[src/design/utf8v_pkg.sv]
// Package for the strict UTF-8 validator with line and column tracking.
// Holds counter widths, byte class limits, scalar limits and the step result type.
// No dependencies.
package utf8v_pkg;

  localparam int unsigned LINE_BITS   = 24;
  localparam int unsigned COLUMN_BITS = 16;
  localparam int unsigned SCALAR_BITS = 21;

  // Lead byte ranges that open multi-byte sequences.
  localparam logic [7:0] LEAD2_MIN = 8'hC2;
  localparam logic [7:0] LEAD2_MAX = 8'hDF;
  localparam logic [7:0] LEAD3_MIN = 8'hE0;
  localparam logic [7:0] LEAD3_MAX = 8'hEF;
  localparam logic [7:0] LEAD4_MIN = 8'hF0;
  localparam logic [7:0] LEAD4_MAX = 8'hF4;

  // Continuation bytes carry this tag in their two top bits.
  localparam logic [1:0] CONT_TAG = 2'b10;

  // Sequence length codes.
  localparam logic [2:0] SEQ_NONE = 3'd0;
  localparam logic [2:0] SEQ_TWO  = 3'd2;
  localparam logic [2:0] SEQ_THREE = 3'd3;
  localparam logic [2:0] SEQ_FOUR = 3'd4;

  // Scalar limits.
  localparam logic [SCALAR_BITS-1:0] MIN_THREE_BYTE = 21'h000800;
  localparam logic [SCALAR_BITS-1:0] MIN_FOUR_BYTE  = 21'h010000;
  localparam logic [SCALAR_BITS-1:0] SURROGATE_LO   = 21'h00D800;
  localparam logic [SCALAR_BITS-1:0] SURROGATE_HI   = 21'h00DFFF;
  localparam logic [SCALAR_BITS-1:0] SCALAR_MAX     = 21'h10FFFF;
  localparam logic [SCALAR_BITS-1:0] NEWLINE        = 21'h00000A;

  // What one byte produces, passed from the decoder to the position counters
  // and the result register.
  typedef struct packed {
    logic                   done;
    logic [SCALAR_BITS-1:0] value;
    logic                   error;
    logic                   last;
  } utf8v_step_t;

endpackage

[src/design/utf8v_validate_top.sv]
// The result of an accepted byte is held in the output register from the next cycle on.
// Throughput: one byte per cycle while the consumer keeps out_ready_i high; the output
// register takes a new result in the same cycle that the held one is transferred out.
// Reset (rst_ni, asynchronous, active low) clears the decoder state, sets line and
// column to one and empties the output register.
// Depends on utf8v_pkg, utf8v_decode and utf8v_position.
module utf8_validate_line_column import utf8v_pkg::*; (
  input  logic                   clk_i,
  input  logic                   rst_ni,
  // Input channel.
  input  logic                   in_valid_i,
  output logic                   in_ready_o,
  input  logic [7:0]             data_byte_i,
  input  logic                   end_of_run_i,
  // Output channel.
  output logic                   out_valid_o,
  input  logic                   out_ready_i,
  output logic                   scalar_done_o,
  output logic [SCALAR_BITS-1:0] scalar_value_o,
  output logic                   bad_encoding_o,
  output logic [LINE_BITS-1:0]   line_number_o,
  output logic [COLUMN_BITS-1:0] column_number_o,
  output logic                   run_done_o
);

  logic                   accept;
  utf8v_step_t            step;
  logic [LINE_BITS-1:0]   cur_line;
  logic [COLUMN_BITS-1:0] cur_col;

  logic                   out_valid_q;
  logic                   done_q;
  logic [SCALAR_BITS-1:0] value_q;
  logic                   bad_q;
  logic [LINE_BITS-1:0]   line_q;
  logic [COLUMN_BITS-1:0] col_q;
  logic                   last_q;

  // A new byte may enter whenever the output register is empty or is being
  // emptied in this cycle, so a stalled consumer only stalls the producer.
  assign in_ready_o = !out_valid_q || out_ready_i;
  assign accept     = in_valid_i && in_ready_o;

  // The decoder owns the sequence state and the sticky error flag.
  utf8v_decode u_decode (
    .clk_i        (clk_i),
    .rst_ni       (rst_ni),
    .accept_i     (accept),
    .data_byte_i  (data_byte_i),
    .end_of_run_i (end_of_run_i),
    .step_o       (step)
  );

  // The position counters report where the current scalar starts and advance
  // after each completed scalar.
  utf8v_position u_position (
    .clk_i    (clk_i),
    .rst_ni   (rst_ni),
    .accept_i (accept),
    .step_i   (step),
    .line_o   (cur_line),
    .column_o (cur_col)
  );

  // Output register valid flag.
  always_ff @(posedge clk_i or negedge rst_ni) begin
    if (!rst_ni) begin
      out_valid_q <= 1'b0;
    end else if (accept) begin
      out_valid_q <= 1'b1;
    end else if (out_ready_i) begin
      out_valid_q <= 1'b0;
    end
  end

  // Output payload. Line and column read zero when no scalar completes.
  always_ff @(posedge clk_i) begin
    if (accept) begin
      done_q  <= step.done;
      value_q <= step.value;
      bad_q   <= step.error;
      line_q  <= step.done ? cur_line : '0;
      col_q   <= step.done ? cur_col : '0;
      last_q  <= step.last;
    end
  end

  assign out_valid_o     = out_valid_q;
  assign scalar_done_o   = done_q;
  assign scalar_value_o  = value_q;
  assign bad_encoding_o  = bad_q;
  assign line_number_o   = line_q;
  assign column_number_o = col_q;
  assign run_done_o      = last_q;

endmodule

[src/design/utf8v_decode.sv]
// Sequence decoder: holds the open-sequence state and the sticky error flag,
// and works out the result of one byte. Depends on utf8v_pkg.
module utf8v_decode import utf8v_pkg::*; (
  input  logic        clk_i,
  input  logic        rst_ni,
  input  logic        accept_i,
  input  logic [7:0]  data_byte_i,
  input  logic        end_of_run_i,
  output utf8v_step_t step_o
);

  logic [1:0]             rem_q, rem_d;
  logic [2:0]             len_q, len_d;
  logic [SCALAR_BITS-1:0] part_q, part_d;
  logic                   err_q, err_d;
  logic [SCALAR_BITS-1:0] shifted;
  logic                   bad_scalar;
  logic                   done;
  logic [SCALAR_BITS-1:0] value;

  assign shifted = {part_q[SCALAR_BITS-7:0], data_byte_i[5:0]};

  // Overlong three- and four-byte forms, surrogates and out-of-range values.
  assign bad_scalar = ((len_q == SEQ_THREE) && (shifted < MIN_THREE_BYTE)) ||
                      ((len_q == SEQ_FOUR) && (shifted < MIN_FOUR_BYTE)) ||
                      ((shifted >= SURROGATE_LO) && (shifted <= SURROGATE_HI)) ||
                      (shifted > SCALAR_MAX);

  always_comb begin
    rem_d  = rem_q;
    len_d  = len_q;
    part_d = part_q;
    err_d  = err_q;
    done   = 1'b0;
    value  = '0;
    if (!err_q) begin
      if (rem_q == 2'd0) begin
        if (!data_byte_i[7]) begin
          value = {{(SCALAR_BITS-8){1'b0}}, data_byte_i};
          done  = 1'b1;
        end else if ((data_byte_i >= LEAD2_MIN) && (data_byte_i <= LEAD2_MAX)) begin
          rem_d  = 2'd1;
          len_d  = SEQ_TWO;
          part_d = {{(SCALAR_BITS-5){1'b0}}, data_byte_i[4:0]};
        end else if ((data_byte_i >= LEAD3_MIN) && (data_byte_i <= LEAD3_MAX)) begin
          rem_d  = 2'd2;
          len_d  = SEQ_THREE;
          part_d = {{(SCALAR_BITS-4){1'b0}}, data_byte_i[3:0]};
        end else if ((data_byte_i >= LEAD4_MIN) && (data_byte_i <= LEAD4_MAX)) begin
          rem_d  = 2'd3;
          len_d  = SEQ_FOUR;
          part_d = {{(SCALAR_BITS-3){1'b0}}, data_byte_i[2:0]};
        end else begin
          err_d = 1'b1;
        end
      end else if (data_byte_i[7:6] != CONT_TAG) begin
        err_d = 1'b1;
      end else begin
        part_d = shifted;
        rem_d  = rem_q - 2'd1;
        if (rem_q == 2'd1) begin
          if (bad_scalar) begin
            err_d = 1'b1;
          end else begin
            value = shifted;
            done  = 1'b1;
          end
          len_d  = SEQ_NONE;
          part_d = '0;
        end
      end

      if (err_d) begin
        rem_d  = 2'd0;
        len_d  = SEQ_NONE;
        part_d = '0;
      end else if (!done && end_of_run_i && (rem_d != 2'd0)) begin
        // The run ends in the middle of a sequence.
        err_d = 1'b1;
      end
    end
  end

  assign step_o.done  = done;
  assign step_o.value = value;
  assign step_o.error = err_d;
  assign step_o.last  = end_of_run_i;

  // All state returns to its reset values after the last byte of a run.
  always_ff @(posedge clk_i or negedge rst_ni) begin
    if (!rst_ni) begin
      rem_q  <= 2'd0;
      len_q  <= SEQ_NONE;
      part_q <= '0;
      err_q  <= 1'b0;
    end else if (accept_i) begin
      if (end_of_run_i) begin
        rem_q  <= 2'd0;
        len_q  <= SEQ_NONE;
        part_q <= '0;
        err_q  <= 1'b0;
      end else begin
        rem_q  <= rem_d;
        len_q  <= len_d;
        part_q <= part_d;
        err_q  <= err_d;
      end
    end
  end

endmodule

[src/design/utf8v_position.sv]
// Line and column counters, saturating, both starting at one.
// Depends on utf8v_pkg.
module utf8v_position import utf8v_pkg::*; (
  input  logic                   clk_i,
  input  logic                   rst_ni,
  input  logic                   accept_i,
  input  utf8v_step_t            step_i,
  output logic [LINE_BITS-1:0]   line_o,
  output logic [COLUMN_BITS-1:0] column_o
);

  localparam logic [LINE_BITS-1:0]   LINE_ONE = LINE_BITS'(1);
  localparam logic [COLUMN_BITS-1:0] COL_ONE  = COLUMN_BITS'(1);

  logic [LINE_BITS-1:0]   line_q, line_d;
  logic [COLUMN_BITS-1:0] col_q, col_d;

  always_comb begin
    line_d = line_q;
    col_d  = col_q;
    if (step_i.last) begin
      line_d = LINE_ONE;
      col_d  = COL_ONE;
    end else if (step_i.done) begin
      if (step_i.value == NEWLINE) begin
        if (line_q != '1) begin
          line_d = line_q + LINE_ONE;
        end
        col_d = COL_ONE;
      end else if (col_q != '1) begin
        col_d = col_q + COL_ONE;
      end
    end
  end

  always_ff @(posedge clk_i or negedge rst_ni) begin
    if (!rst_ni) begin
      line_q <= LINE_ONE;
      col_q  <= COL_ONE;
    end else if (accept_i) begin
      line_q <= line_d;
      col_q  <= col_d;
    end
  end

  assign line_o   = line_q;
  assign column_o = col_q;

endmodule

[config.mk]
export PLATFORM = sky130hd
export DESIGN_NAME = utf8_validate_line_column
export DESIGN_NICKNAME = d
export VERILOG_FILES = /design/src/design/utf8v_pkg.sv /design/src/design/utf8v_validate_top.sv /design/src/design/utf8v_decode.sv /design/src/design/utf8v_position.sv
export SDC_FILE = /design/constraint.sdc
export NUM_CORES = 1
export LEC_CHECK = 0
export ABC_AREA = 0
export BUFFER_PORTS_ARGS = -buffer_cell sky130_fd_sc_hd__buf_2
export CAP_MARGIN = 5
export CORE_ASPECT_RATIO = 1.4
export CORE_MARGIN = 4
export CORE_UTILIZATION = 58
export DETAILED_ROUTE_END_ITERATION = 8
export PLACE_DENSITY = 0.8
export SLEW_MARGIN = 10
export SYNTH_ARGS = -nofsm -noshare
export SYNTH_HDL_FRONTEND = slang
export SYNTH_SLANG_ARGS = --single-unit
[constraint.sdc]
create_clock -name clk_i -period 5.2 [get_ports clk_i]
set_clock_uncertainty 0.05 [all_clocks]
set_input_delay 0.52 -clock clk_i [delete_from_list [all_inputs] [get_ports clk_i]]
set_output_delay 0.52 -clock clk_i [all_outputs]
set_load 0.01 [all_outputs]
# Word level (Yosys, flattened, before mapping)
# Cells that the tools add are included.
[op_classes]
add_sub_neg = 3
order_cmp = 11
n_eq_ne = 11
n_mux = 66
n_reduce_logical = 28
[op_table]
columns = ["operator", "n"]
rows = [
  ["$mux 15", 10],
  ["$mux 21", 5],
  ["$mux 24", 4],
  ["$mux 16", 4],
  ["$mux 3", 10],
  ["$add 24x1->24 const B", 1],
  ["$ge 8x8->1 const B", 3],
  ["$le 8x8->1 const B", 3],
  ["$ne 24x24->1 const B", 1],
  ["$mux 1", 22],
  ["$eq 21x4->1 const B", 1],
  ["$ge 21x16->1 const B", 1],
  ["$gt 21x21->1 const B", 1],
  ["$le 21x16->1 const B", 1],
  ["$lt 21x12->1 const B", 1],
  ["$lt 21x17->1 const B", 1],
  ["$mux 2", 10],
  ["$add 16x1->16 const B", 1],
  ["$ne 16x16->1 const B", 1],
  ["$reduce_bool 2->1", 5],
  ["$logic_and 1x1->1", 9],
  ["$mux 7", 1],
  ["$ne 6x6->1 const B", 1],
  ["$reduce_and 6->1", 1],
  ["other kinds (16)", 21],
]
[totals]
ff_bits = 126
in_bits = 13
output_inout_bits = 66
word_cells = 132

# Depth between registers and ports, before layout
# Gate-level depths: netlist of the first run.
[depth]
ltp_word = 17
depth_mapped = 10
depth_no_buf = 8

# By module
# From an unflattened synthesis of the first run, not the netlist that was laid out.
[unflattened]
hier_cells = 509
area_unflattened_um2 = 6118.4
[modules_own_cells]
columns = ["mod", "n_inst", "cells_each", "area_per_inst_um2", "seq_area_each_um2"]
rows = [
  ["utf8v_position", 1, 256, 2476.1, 1003.5],
  ["utf8_validate_line_column", 1, 112, 2243.4, 1946.9],
  ["utf8v_decode", 1, 141, 1398.8, 525.5],
]

# Worst setup path before layout of the first run
# OpenSTA, ideal clock, no wires.
[synth_timing]
path_kind = "input to register"
start = "input out_ready_i"
end = "register u_decode.part_q[10]"
setup_ns = 0.069
t_arrival_ns = 4.131
t_required_ns = 5.081
slack_ns = 0.950
stages = 8
path_buffers = 2
path_cell_list = "nand2b_1 > and2_1 > clkbuf_1 > and2_1 > clkbuf_1 > nand3_1 > nor4_2 > a22o_1"
[synth_via]
elab_chain_len = 3
[synth_rtl]
columns = ["element", "line_no", "rtl"]
rows = [
  ["start, declared", "utf8v_validate_top.sv:17", "input logic out_ready_i,"],
  ["$logic_or 1x1->1", "utf8v_validate_top.sv:41", "assign in_ready_o = !out_valid_q || out_ready_i;"],
  ["$logic_and 1x1->1", "utf8v_validate_top.sv:42", "assign accept = in_valid_i && in_ready_o;"],
  ["net accept", "utf8v_validate_top.sv:26", "logic accept;"],
  ["$reduce_and 5->1 (no line)", "-", ""],
  ["end signal, assigned", "utf8v_decode.sv:105", "part_q <= part_d;"],
  ["end, declared", "utf8v_decode.sv:14", "logic [SCALAR_BITS-1:0] part_q, part_d;"],
]
# The timed path passes the listed nets, and every way through them passes these cells.
# A chain may end at the register's enable or synchronous reset.

# Final worst setup path of the first run
[layout_timing]
start = "register u_decode.rem_q[0]"
end = "register u_position.col_q[3] (netlist: u_position.column_o[3])"
[layout_via]
elab_chain_len = 9
elab_cells_between_ends = 18
cone_classes = "eq/ne: 2; mux: 12; reduce/logical: 4"
[layout_rtl]
columns = ["element", "line_no", "rtl"]
rows = [
  ["start, declared", "utf8v_decode.sv:12", "logic [1:0] rem_q, rem_d;"],
  ["start signal, assigned", "utf8v_decode.sv:103", "rem_q <= rem_d;"],
  ["$eq 2x1->1", "utf8v_decode.sv:61", "if (rem_q == 2'd1) begin"],
  ["$mux 21", "utf8v_decode.sv:61", ""],
  ["$mux 21", "utf8v_decode.sv:56", "end else if (data_byte_i[7:6] != CONT_TAG) begin"],
  ["$mux 21", "utf8v_decode.sv:37", "if (rem_q == 2'd0) begin"],
  ["$mux 21", "utf8v_decode.sv:36", "if (!err_q) begin"],
  ["$eq 21x4->1", "utf8v_position.sv:25", "if (step_i.value == NEWLINE) begin"],
  ["$mux 16", "utf8v_position.sv:25", ""],
  ["$mux 16", "utf8v_position.sv:24", "end else if (step_i.done) begin"],
  ["$mux 16", "utf8v_position.sv:21", "if (step_i.last) begin"],
  ["end signal, assigned", "utf8v_position.sv:42", "col_q <= col_d;"],
  ["end, declared", "utf8v_position.sv:16", "logic [COLUMN_BITS-1:0] col_q, col_d;"],
]
# Several ways; a longest one is shown, not always the timed one. The select of a mux whose other input is x is not followed.

==> flow_summary.toml, run 1 <==
[outcome]
status = "completed"

[timing]
setup_violations = 0
max_slew.worst_pin.slew_ns = 1.30
clock.fmax_mhz = 287
setup_slack_ns = 1.72
relSlewSlack_pct = 13.1
fin_crit_sh_pct = 66.9
fin_crit_ns = 3.48
hold_violations = 0
grt_setup_unrepaired = "false"
final_max_slew_viol_count = 0
tns_ns = 0

[route]
routedWlPerCell_um = 18.9
dr_total_vias = 5465
drc = 0
viasPerCell = 6.50
ant_nets = 0
dr.pass1.iters = 6
drt-initial-drc-count = 547
routed_wl_mm = 15.9

[logic_synthesis]
syn_area_per_cell_um2 = 10.4
synth_edf_count = 64
synthArstFlopShare_pct = 49.2
yosys-top-cells-area = "edfxtp_1 (30%), dfrtp_1 (23%), nor2b_1 (4.9%)"
ys.flop_type = "edfxtp_1"
synth_top_area_cell = "edfxtp_1"
synthCells = 619
ys_types = 66
syn_nets = 636
synth_area_um2 = 6460
synth_top_area_share_pct = 29.7
seq_area_frac_synth_pct = 53.8
yosysWarnings = 0
ys_seq_elements = 126

[power_and_ir_drop]
power_mw = 2.75
peakVddDrop_v = 0.000244
p_per_area_nw_per_um2 = 364
power_leakage_nw = 2.98

[worst_setup_path]
endpoint = "u_position.column_o[3]$_DFFE_PN0P_"
end_kind = "register"
crit_fanout = 27
crit_type = "reg2reg"
reg2reg_slack_ns = 1.72
crit_required_ns = 5.47
crit_arrival_ns = 3.75
r2r_cells = 8
worst_r2r_endpoint = "u_position.column_o[3]$_DFFE_PN0P_"
r2r-start = "u_decode.rem_q[0]$_DFFE_PN0P_"
start_kind = "register"
startpoint = "u_decode.rem_q[0]$_DFFE_PN0P_"

[clock_network]
ctsLongestPathBuffers = 2
cts-resized-gates = 0
cts_tree = "done"
cts_root_buffer = "clkbuf_16"
htreeDepth = 4
cts_hold_buf = 0
clock_latency_ns = 0.42
path_clk_slew_ns = 0.06
cts_sinks = 126
post_cts_buffers = 0
cts_inserted_buffers = 17

[layout]
fillers = 816
fin_nets = 704
syn_to_final_growth_pct = 16.7
multi_input_area_um2 = 2790
final_cell_mix = "buf_2 (78), edfxtp_1 (64), dfrtp_1 (60), nor2b_1 (51), nor2_1 (38)"
drive_gt1_share_pct = 19.6
fin_util_pct = 69.4
seqCellArea_um2 = 3480
antennaDiodeCount = 0
final_common_cell = "buf_2"

[place]
globalplace.congestion = 0.870
hpwlAfterDp_mm = 10.1
dp_slack_ns = 1.79
portBuffers = 78

[floorplanning]
ios = 79
rows = 45
die_area_um2 = 12900
fp.dieH_um = 133
dieWidth_um = 97.2
core_um2 = 10900
start_util_pct = 59.5

[global_route]
grt_pass1_vias = 5357
grt_max_degree = 64
grtUsageTotal_pct = 25.0
grt_pass1_wl_mm = 26.5
antenna_found_initial = 0
grt_remaining_overflow = 0

[hold_path]
hold_path_class = "in2async"

[job]
max_cap_violations = 0
## worst min path at each step
stage / to / slack [ns] / cells past startpoint
2_1_floorplan: out_valid_o$_DFFE_PN0P_ / 0.17 / 0
3_3_place_gp: out_valid_o$_DFFE_PN0P_ / 0.45 / 2
3_5_place_dp: u_decode.len_q[2]$_DFFE_PN0P_ / 0.47 / 1
4_1_cts: u_position.line_o[17]$_DFFE_PN0P_ / 0.25 / 2
5_1_grt: out_valid_o$_DFFE_PN0P_ / 0.28 / 2
6_report: u_position.line_o[17]$_DFFE_PN0P_ / 0.22 / 2
## cells in the mapped netlist (all sizes together) (4+ instances only)
master	instances
a211o	4
a211oi	6
a21oi	15
a22o	14
a22oi	10
a311o	4
a32o	6
and2	18
and3	5
buf	12
clkbuf	23
dfrtp	60
edfxtp	64
ha	4
inv	17
nand2	37
nand2b	8
nand3	35
nand4	23
nor2	39
nor2b	51
nor3	22
nor3b	4
nor4	9
o2111ai	8
o211ai	10
o21ai	37
o22ai	7
o31ai	9
or2	4
or3	10
## metrics by stage
step                      cells  instance area, µm²  hold slack (ns)
after floorplan             619                6460            0.174
after global placement      809                6950            0.455
after detailed placement    809                6950            0.468
after CTS                   841                7540            0.248
after global routing        841                7540            0.280
final                       841                7540            0.218
## power by group
group,switching (mW),internal [mW],total [mW],leakage [nW]
Clock,0.448,0.750,1.20,0.284
Sequential,0.0496,1.12,1.17,1.46
Combinational,0.259,0.117,0.376,1.23
## registers in the layout (all words and copies together), names as in the netlist
signal	cells
bad_encoding_o	1
column_number_o	16
line_number_o	24
out_valid_o	1
run_done_o	1
scalar_done_o	1
scalar_value_o	21
u_decode.err_q	1
u_decode.len_q	3
u_decode.part_q	15
u_decode.rem_q	2
u_position.column_o	16
u_position.line_o	24
## cell type report
cell class              instances  share of cell area [%]
clock inverters                15                    2.26
clock buffers                  17                    5.64
repair buffers                 84                    5.77
multi-input cells             440                    37.0
flip-flops and latches        126                    46.1
inverters                      18                   0.896
well taps                     141                    2.34
## logic make-up after synthesis
group / Yosys count / synth area share, %
AND/OR/NAND/NOR: 275 / 23.6
AO/OA/AOI/OAI: 161 / 18.6
flip-flops: 126 / 53.8
buffers and inverters: 53 / 3.23
adder cells (fa/ha/maj): 4 / 0.775
## metal layers
layer	track usage (%)	part of all wire, %
met5	0	0
met3	5.91	6.4
met2	42.7	52
met4	11.4	3.0
met1	30.0	38
## critical path, cell delays in order (launching register included)
cell and delay, ns:
dfrtp_1 0.36, inv_1 0.10, ha_1 0.39, and4bb_1 0.36, nand2_1 0.14, a211oi_2 0.55
a21o_1 0.84, o211ai_2 0.29, o32ai_1 0.29
Power figures use the tool's default switching activity.
==> run 2: changes to the inputs <==
==> constraint.sdc (replaced) <==
create_clock -name clk_i -period 3.54 [get_ports clk_i]
set_clock_uncertainty 0.05 [all_clocks]
set_input_delay 0.354 -clock clk_i [delete_from_list [all_inputs] [get_ports clk_i]]
set_output_delay 0.354 -clock clk_i [all_outputs]
set_load 0.01 [all_outputs]
==> run 2 against run 1 <==
  * First-iteration DRC count down 6.4%
  * Fmax rose by 11%
  * Largest cell class unchanged
  * Setup slack lost 1.3 ns
  * Via count is 0.79% higher
  * Highest routed layer unchanged
  * Largest power group unchanged
  * Hold slack got worse by 0.12 ns
  * Sequential power is 47% higher
==> flow_summary.toml, run 2 (synthesis results as in run 1) <==
[clock_network]
clock_latency_ns = 0.41
path_clk_slew_ns = 0.06
cts_root_buffer = "clkbuf_16"
htreeDepth = 4
cts-resized-gates = 0
cts_sinks = 126
cts_inserted_buffers = 17
cts_tree = "done"
ctsLongestPathBuffers = 2

[floorplanning]
fp.dieH_um = 133
start_util_pct = 59.5
rows = 45
die_area_um2 = 12900
dieWidth_um = 97.2
core_um2 = 10900
ios = 79

[worst_setup_path]
crit_type = "reg2reg"
r2r_cells = 6
endpoint = "u_position.line_o[1]$_DFFE_PN0P_"
crit_arrival_ns = 3.37
cp_cell_sequence = "or4_4 -> nor2_1 -> a211o_1 -> a211o_1 -> nor3_1 -> a311o_1"
end_kind = "register"
startpoint = "u_decode.part_q[11]$_DFFE_PN0P_"
crit_slowest_cell = "a211o_1"
crit_family = "compound AO/OA/AOI/OAI gates"
r2r-start = "u_decode.part_q[11]$_DFFE_PN0P_"
reg2reg_slack_ns = 0.41
worst_r2r_endpoint = "u_position.line_o[1]$_DFFE_PN0P_"
start_kind = "register"
crit_fanout = 25
crit_path_frequent_cell = "a211o_1"
crit_required_ns = 3.78
critPathBufInv = 0
cp.depth = 6
slowest_delay_ns = 0.74

[place]
globalplace.congestion = 0.880
portBuffers = 78
hpwlAfterDp_mm = 10.4
dp_slack_ns = 0.502

[timing]
setup_slack_ns = 0.410
setup_violations = 0
max_slew.worst_pin.slew_ns = 0.947
grt_setup_unrepaired = "false"
fin_crit_sh_pct = 88.4
hold_violations = 0
hold_ws_ns = 0.101
final_max_slew_viol_count = 0
fin_crit_ns = 3.13
tns_ns = 0
clock.fmax_mhz = 319
relSlewSlack_pct = 36.3

[layout]
syn_to_final_growth_pct = 18.8
final_common_cell = "buf_2"
fin_nets = 714
final_cell_mix = "buf_2 (78), edfxtp_1 (64), dfrtp_1 (60), nor2b_1 (51), nor2_1 (38)"
drive_gt1_share_pct = 20.8
fillers = 797
antennaDiodeCount = 0

[global_route]
grt_remaining_overflow = 0
antenna_found_initial = 0
grt_pass1_vias = 5472
grt_pass1_wl_mm = 26.4
grtUsageTotal_pct = 25.0
grt_max_degree = 61

[route]
viasPerCell = 6.47
routedWlPerCell_um = 18.7
drc = 0
routed.top_layer = "met4"
dr.pass1.iters = 5
ant_nets = 0
drt-initial-drc-count = 512
routed_wl_mm = 15.9
m1WireLength_mm = 6.16
dr_total_vias = 5508
met3_length_mm = 1.08
dr_wl_met2_mm = 8.22

[hold_path]
hold_path_class = "in2reg"
hp-start = "in_valid_i"

[power_and_ir_drop]
peakVddDrop_v = 0.000369
power_leakage_nw = 3.05
p_per_area_nw_per_um2 = 547

[job]
max_cap_violations = 0

[outcome]
status = "completed"
-- run 2: area by class of cell --
| cell class | count | area (µm²) | share of cell area (%) |
|---|---|---|---|
| timing repair buffer | 94 | 513 | 6.68 |
| sequential | 126 | 3480 | 45.3 |
| multi-input combinational | 440 | 2790 | 36.3 |
| clock inverter | 14 | 214 | 2.79 |
| tap | 141 | 176 | 2.30 |
| clock buffer | 18 | 439 | 5.72 |
| inverter | 18 | 67.6 | 0.880 |
-- run 2: worst min path at each step --
stage | end | slack [ns] | cells after the start
3_3_place_gp | u_position.line_o[18]$_DFFE_PN0P_ | 0.27 | 1
4_1_cts | out_valid_o$_DFFE_PN0P_ | 0.1 | 2
6_report | out_valid_o$_DFFE_PN0P_ | 0.10 | 2
5_1_grt | out_valid_o$_DFFE_PN0P_ | 0.1 | 2
2_1_floorplan | out_valid_o$_DFFE_PN0P_ | 0.008 | 0
3_5_place_dp | u_position.line_o[22]$_DFFE_PN0P_ | 0.28 | 1
-- run 2: stage by stage --
stage                     cell area [µm²]  power, mW  utilization, %  cells
after detailed placement             7010       2.30            64.5    818
after CTS                            7680       4.21            70.6    851
after global routing                 7680       4.36            70.6    851
final                                7680       4.20            70.6    851
after floorplan                      6460       2.11               -    619
after global placement               7010       2.27            64.5    818
-- run 2: where the power goes --
| group | switching, mW | total, mW | leakage, nW | internal, mW |
|---|---|---|---|---|
| sequential | 0.0722 | 1.72 | 1.46 | 1.65 |
| combinational | 0.384 | 0.562 | 1.28 | 0.179 |
| clock | 0.644 | 1.91 | 0.313 | 1.27 |
-- run 2: per-layer routing --
metal  vias up  GRT usage [%]
met2       266           42.6
met4         0           12.9
met5         -              0
li1       2515              -
met1      2680           29.9
met3        47           5.12
-- run 2: what timing repair did --
item,in CTS,in global routing
endpoints found under the hold margin,18,0
setup buffers,0,0
endpoints found under the setup margin,0,0
hold buffers,1,0
==> run 3: changes to the inputs <==
--- a/config.mk
+++ b/config.mk
@@ -16,4 +16,5 @@
 export SLEW_MARGIN = 10
 export SYNTH_ARGS = -nofsm -noshare
 export SYNTH_HDL_FRONTEND = slang
+export SYNTH_HIERARCHICAL = 1
 export SYNTH_SLANG_ARGS = --single-unit
==> run 3 against run 2 <==
  * Sequential power grew 3%
  * Register-to-register slack lost 0.31 ns
  * Fmax shrank 9.1%
  * First-iteration DRC count is 45% lower
  * Routed wire length fell by 14%
  * Utilization shrank 0.72 points
  * Setup slack got worse by 0.31 ns
  * Sequential cell count stayed put
  * Global-route usage shrank 1.7 points
  * Synthesized cell count down 18%
  * Total power fell by 7.3%
  * Critical path type unchanged
  * Largest power group is now sequential cells
==> flow_summary.toml, run 3 <==
[timing]
hold_violations = 0
fin_crit_sh_pct = 97.3
clock.fmax_mhz = 290
relSlewSlack_pct = 31.6
setup_slack_ns = 0.0952
fin_crit_ns = 3.44
max_slew.worst_pin.slew_ns = 1.03
hold_ws_ns = 0.0652
final_max_slew_viol_count = 0
setup_violations = 0

[power_and_ir_drop]
power_leakage_nw = 3.11
peakVddDrop_v = 0.000485
power_mw = 3.89
p_per_area_nw_per_um2 = 537

[hold_path]
hold_path_class = "in2async"

[layout]
final_cell_mix = "buf_2 (78), edfxtp_1 (64), dfrtp_1 (60), and2_1 (55), a21oi_1 (38)"
drive_gt1_share_pct = 27.7
seqCellArea_um2 = 3480
syn_to_final_growth_pct = 18.3
final_common_cell = "buf_2"
antennaDiodeCount = 0
stdcell_count = 744
fillers = 765
multi_input_area_um2 = 2490
fin_nets = 610

[floorplanning]
rows = 44
dieWidth_um = 94.8
start_util_pct = 59.1
die_area_um2 = 12300
core_um2 = 10300
ios = 79
fp.dieH_um = 130

[route]
dr_total_vias = 4587
drt-initial-drc-count = 280
routedWlPerCell_um = 18.5
routed_wl_mm = 13.8
ant_nets = 0
dr.pass1.iters = 5
drc = 0
viasPerCell = 6.17

[logic_synthesis]
synth_area_um2 = 6120
synthCells = 509
synth_top_area_cell = "edfxtp_1"
seq_area_frac_synth_pct = 56.8
synthArstFlopShare_pct = 49.2
synth_commonest_cells = "edfxtp_1 (64), dfrtp_1 (60), and2_1 (56)"
syn_area_per_cell_um2 = 12.0
ys_seq_elements = 126
synth_top_area_share_pct = 31.4
yosys-top-cells-area = "edfxtp_1 (31%), dfrtp_1 (25%), and2_1 (5.7%)"
yosysWarnings = 6
ys_types = 86
synth_edf_count = 64
yosysMostFrequentCell = "edfxtp_1"
syn_nets = 526
ys.flop_type = "edfxtp_1"

[global_route]
antenna_found_initial = 0
grt_pass1_vias = 4428
grt_remaining_overflow = 0
grt_max_degree = 44
grtUsageTotal_pct = 23.3
grt_pass1_wl_mm = 22.0

[worst_setup_path]
r2r_cells = 13
crit_type = "reg2reg"
startpoint = "u_decode/rem_q[0]$_DFFE_PN0P_"
start_kind = "register"
worst_r2r_endpoint = "u_position/column_o[10]$_DFFE_PN0P_"
crit_required_ns = 3.81
crit_arrival_ns = 3.72
r2r-start = "u_decode/rem_q[0]$_DFFE_PN0P_"
crit_slowest_cell = "or4_1"
slowest_delay_ns = 0.54
cp.depth = 13
critPathBufInv = 2
reg2reg_slack_ns = 0.1
crit_family = "simple AND/OR/NAND/NOR gates"
crit_fanout = 15
end_kind = "register"
cp_cell_sequence = "inv_1 -> ha_4 -> or3b_1 -> a211oi_2 -> a32oi_2 -> a21oi_4 -> buf_4 -> and2_1 -> nor4bb_4 -> and4_4 -> a21o_2 -> or4_1 -> o21ai_0"

[place]
dp_slack_ns = 0.0656
dp_cells = 711
portBuffers = 78
globalplace.congestion = 0.865
hpwlAfterDp_mm = 9.19

[clock_network]
path_clk_slew_ns = 0.06
cts_inserted_buffers = 17
cts_tree = "done"
ctsLongestPathBuffers = 2
cts_sinks = 126
cts_hold_buf = 0
htreeDepth = 4
clock_latency_ns = 0.41
cts_root_buffer = "clkbuf_16"

[job]
max_cap_violations = 0

[outcome]
status = "completed"
## run 3: cell count changes after synthesis, moves of 12 or more
cell / before / now
nor2_1: 39 / 20
nand3_1: 35 / 11
a21oi_1: 13 / 39
o21a_1: 3 / 15
o21ai_1: 18 / 1
nand2_1: 37 / 14
nor2b_1: 51 / 6
clkbuf_1: 23 / 8
and2_1: 18 / 56
o21ai_0: 18 / 5
nor3_1: 21 / 8
nand4_1: 23 / 6
## run 3: how the worst max path moves through the flow
| stage | end |
|---|---|
| 2_1_floorplan | u_position/line_o[1]$_DFFE_PN0P_ |
| 3_3_place_gp | u_position/line_o[23]$_DFFE_PN0P_ |
| 3_5_place_dp | u_position/line_o[23]$_DFFE_PN0P_ |
| 4_1_cts | u_position/line_o[23]$_DFFE_PN0P_ |
| 5_1_grt | u_position/line_o[23]$_DFFE_PN0P_ |
| 6_report | u_position/column_o[10]$_DFFE_PN0P_ |
## run 3: metrics by stage
stage / cell area [µm²] / TNS (ns) / util (%)
6_report: 7240 / 0 / 69.9
5_1_grt: 7240 / -0.00624 / 69.9
4_1_cts: 7190 / 0 / 69.5
3_5_place_dp: 6630 / 0 / 64.0
3_3_place_gp: 6630 / 0 / 64.0
2_1_floorplan: 6120 / 0 / -
## run 3: timing repair
item / 4_1_cts / 5_1_grt
gates resized for setup: 1 / 6
pin swaps: 0 / 3
endpoints found under the setup margin: 1 / 25
buffers inserted: 0 / 1
## run 3: routing by layer
metal / wire (µm) / share of wire (%) / up-vias / global-route usage [%]
li1: - / - / 2104 / -
met5: 0 / 0 / - / 0
met2: 7210 / 52 / 195 / 40.0
met3: 804 / 5.8 / 25 / 4.65
met1: 5530 / 40 / 2263 / 28.8
met4: 214 / 1.6 / 0 / 9.18
## run 3: cell type report
type / instances / share of cell area, %
Sequential cell: 126 / 48.0
Multi-Input combinational cell: 349 / 34.4
Timing Repair Buffer: 92 / 7.02
Clock buffer: 19 / 6.57
Tap cell: 138 / 2.39
Clock inverter: 13 / 1.19
Inverter: 7 / 0.363
## run 3: cells by family (layout without fill, tap and decap cells)
| family | after synthesis | count (layout) | share of synthesized area (%) |
|---|---|---|---|
| AO/OA/AOI/OAI | 133 | 133 | 15.7 |
| AND/OR/NAND/NOR | 198 | 198 | 21.2 |
| buffers and inverters | 34 | 131 | 3.11 |
| multiplexers | 5 | 5 | 1.00 |
| flip-flops | 126 | 126 | 56.8 |
| XOR/XNOR | 9 | 9 | 1.29 |
| adder cells (fa/ha/maj) | 4 | 4 | 0.818 |
## run 3: power breakdown
| part | switching, mW | total (mW) | internal [mW] |
|---|---|---|---|
| Clock | 0.630 | 1.60 | 0.974 |
| Sequential | 0.103 | 1.77 | 1.67 |
| Combinational | 0.304 | 0.515 | 0.211 |
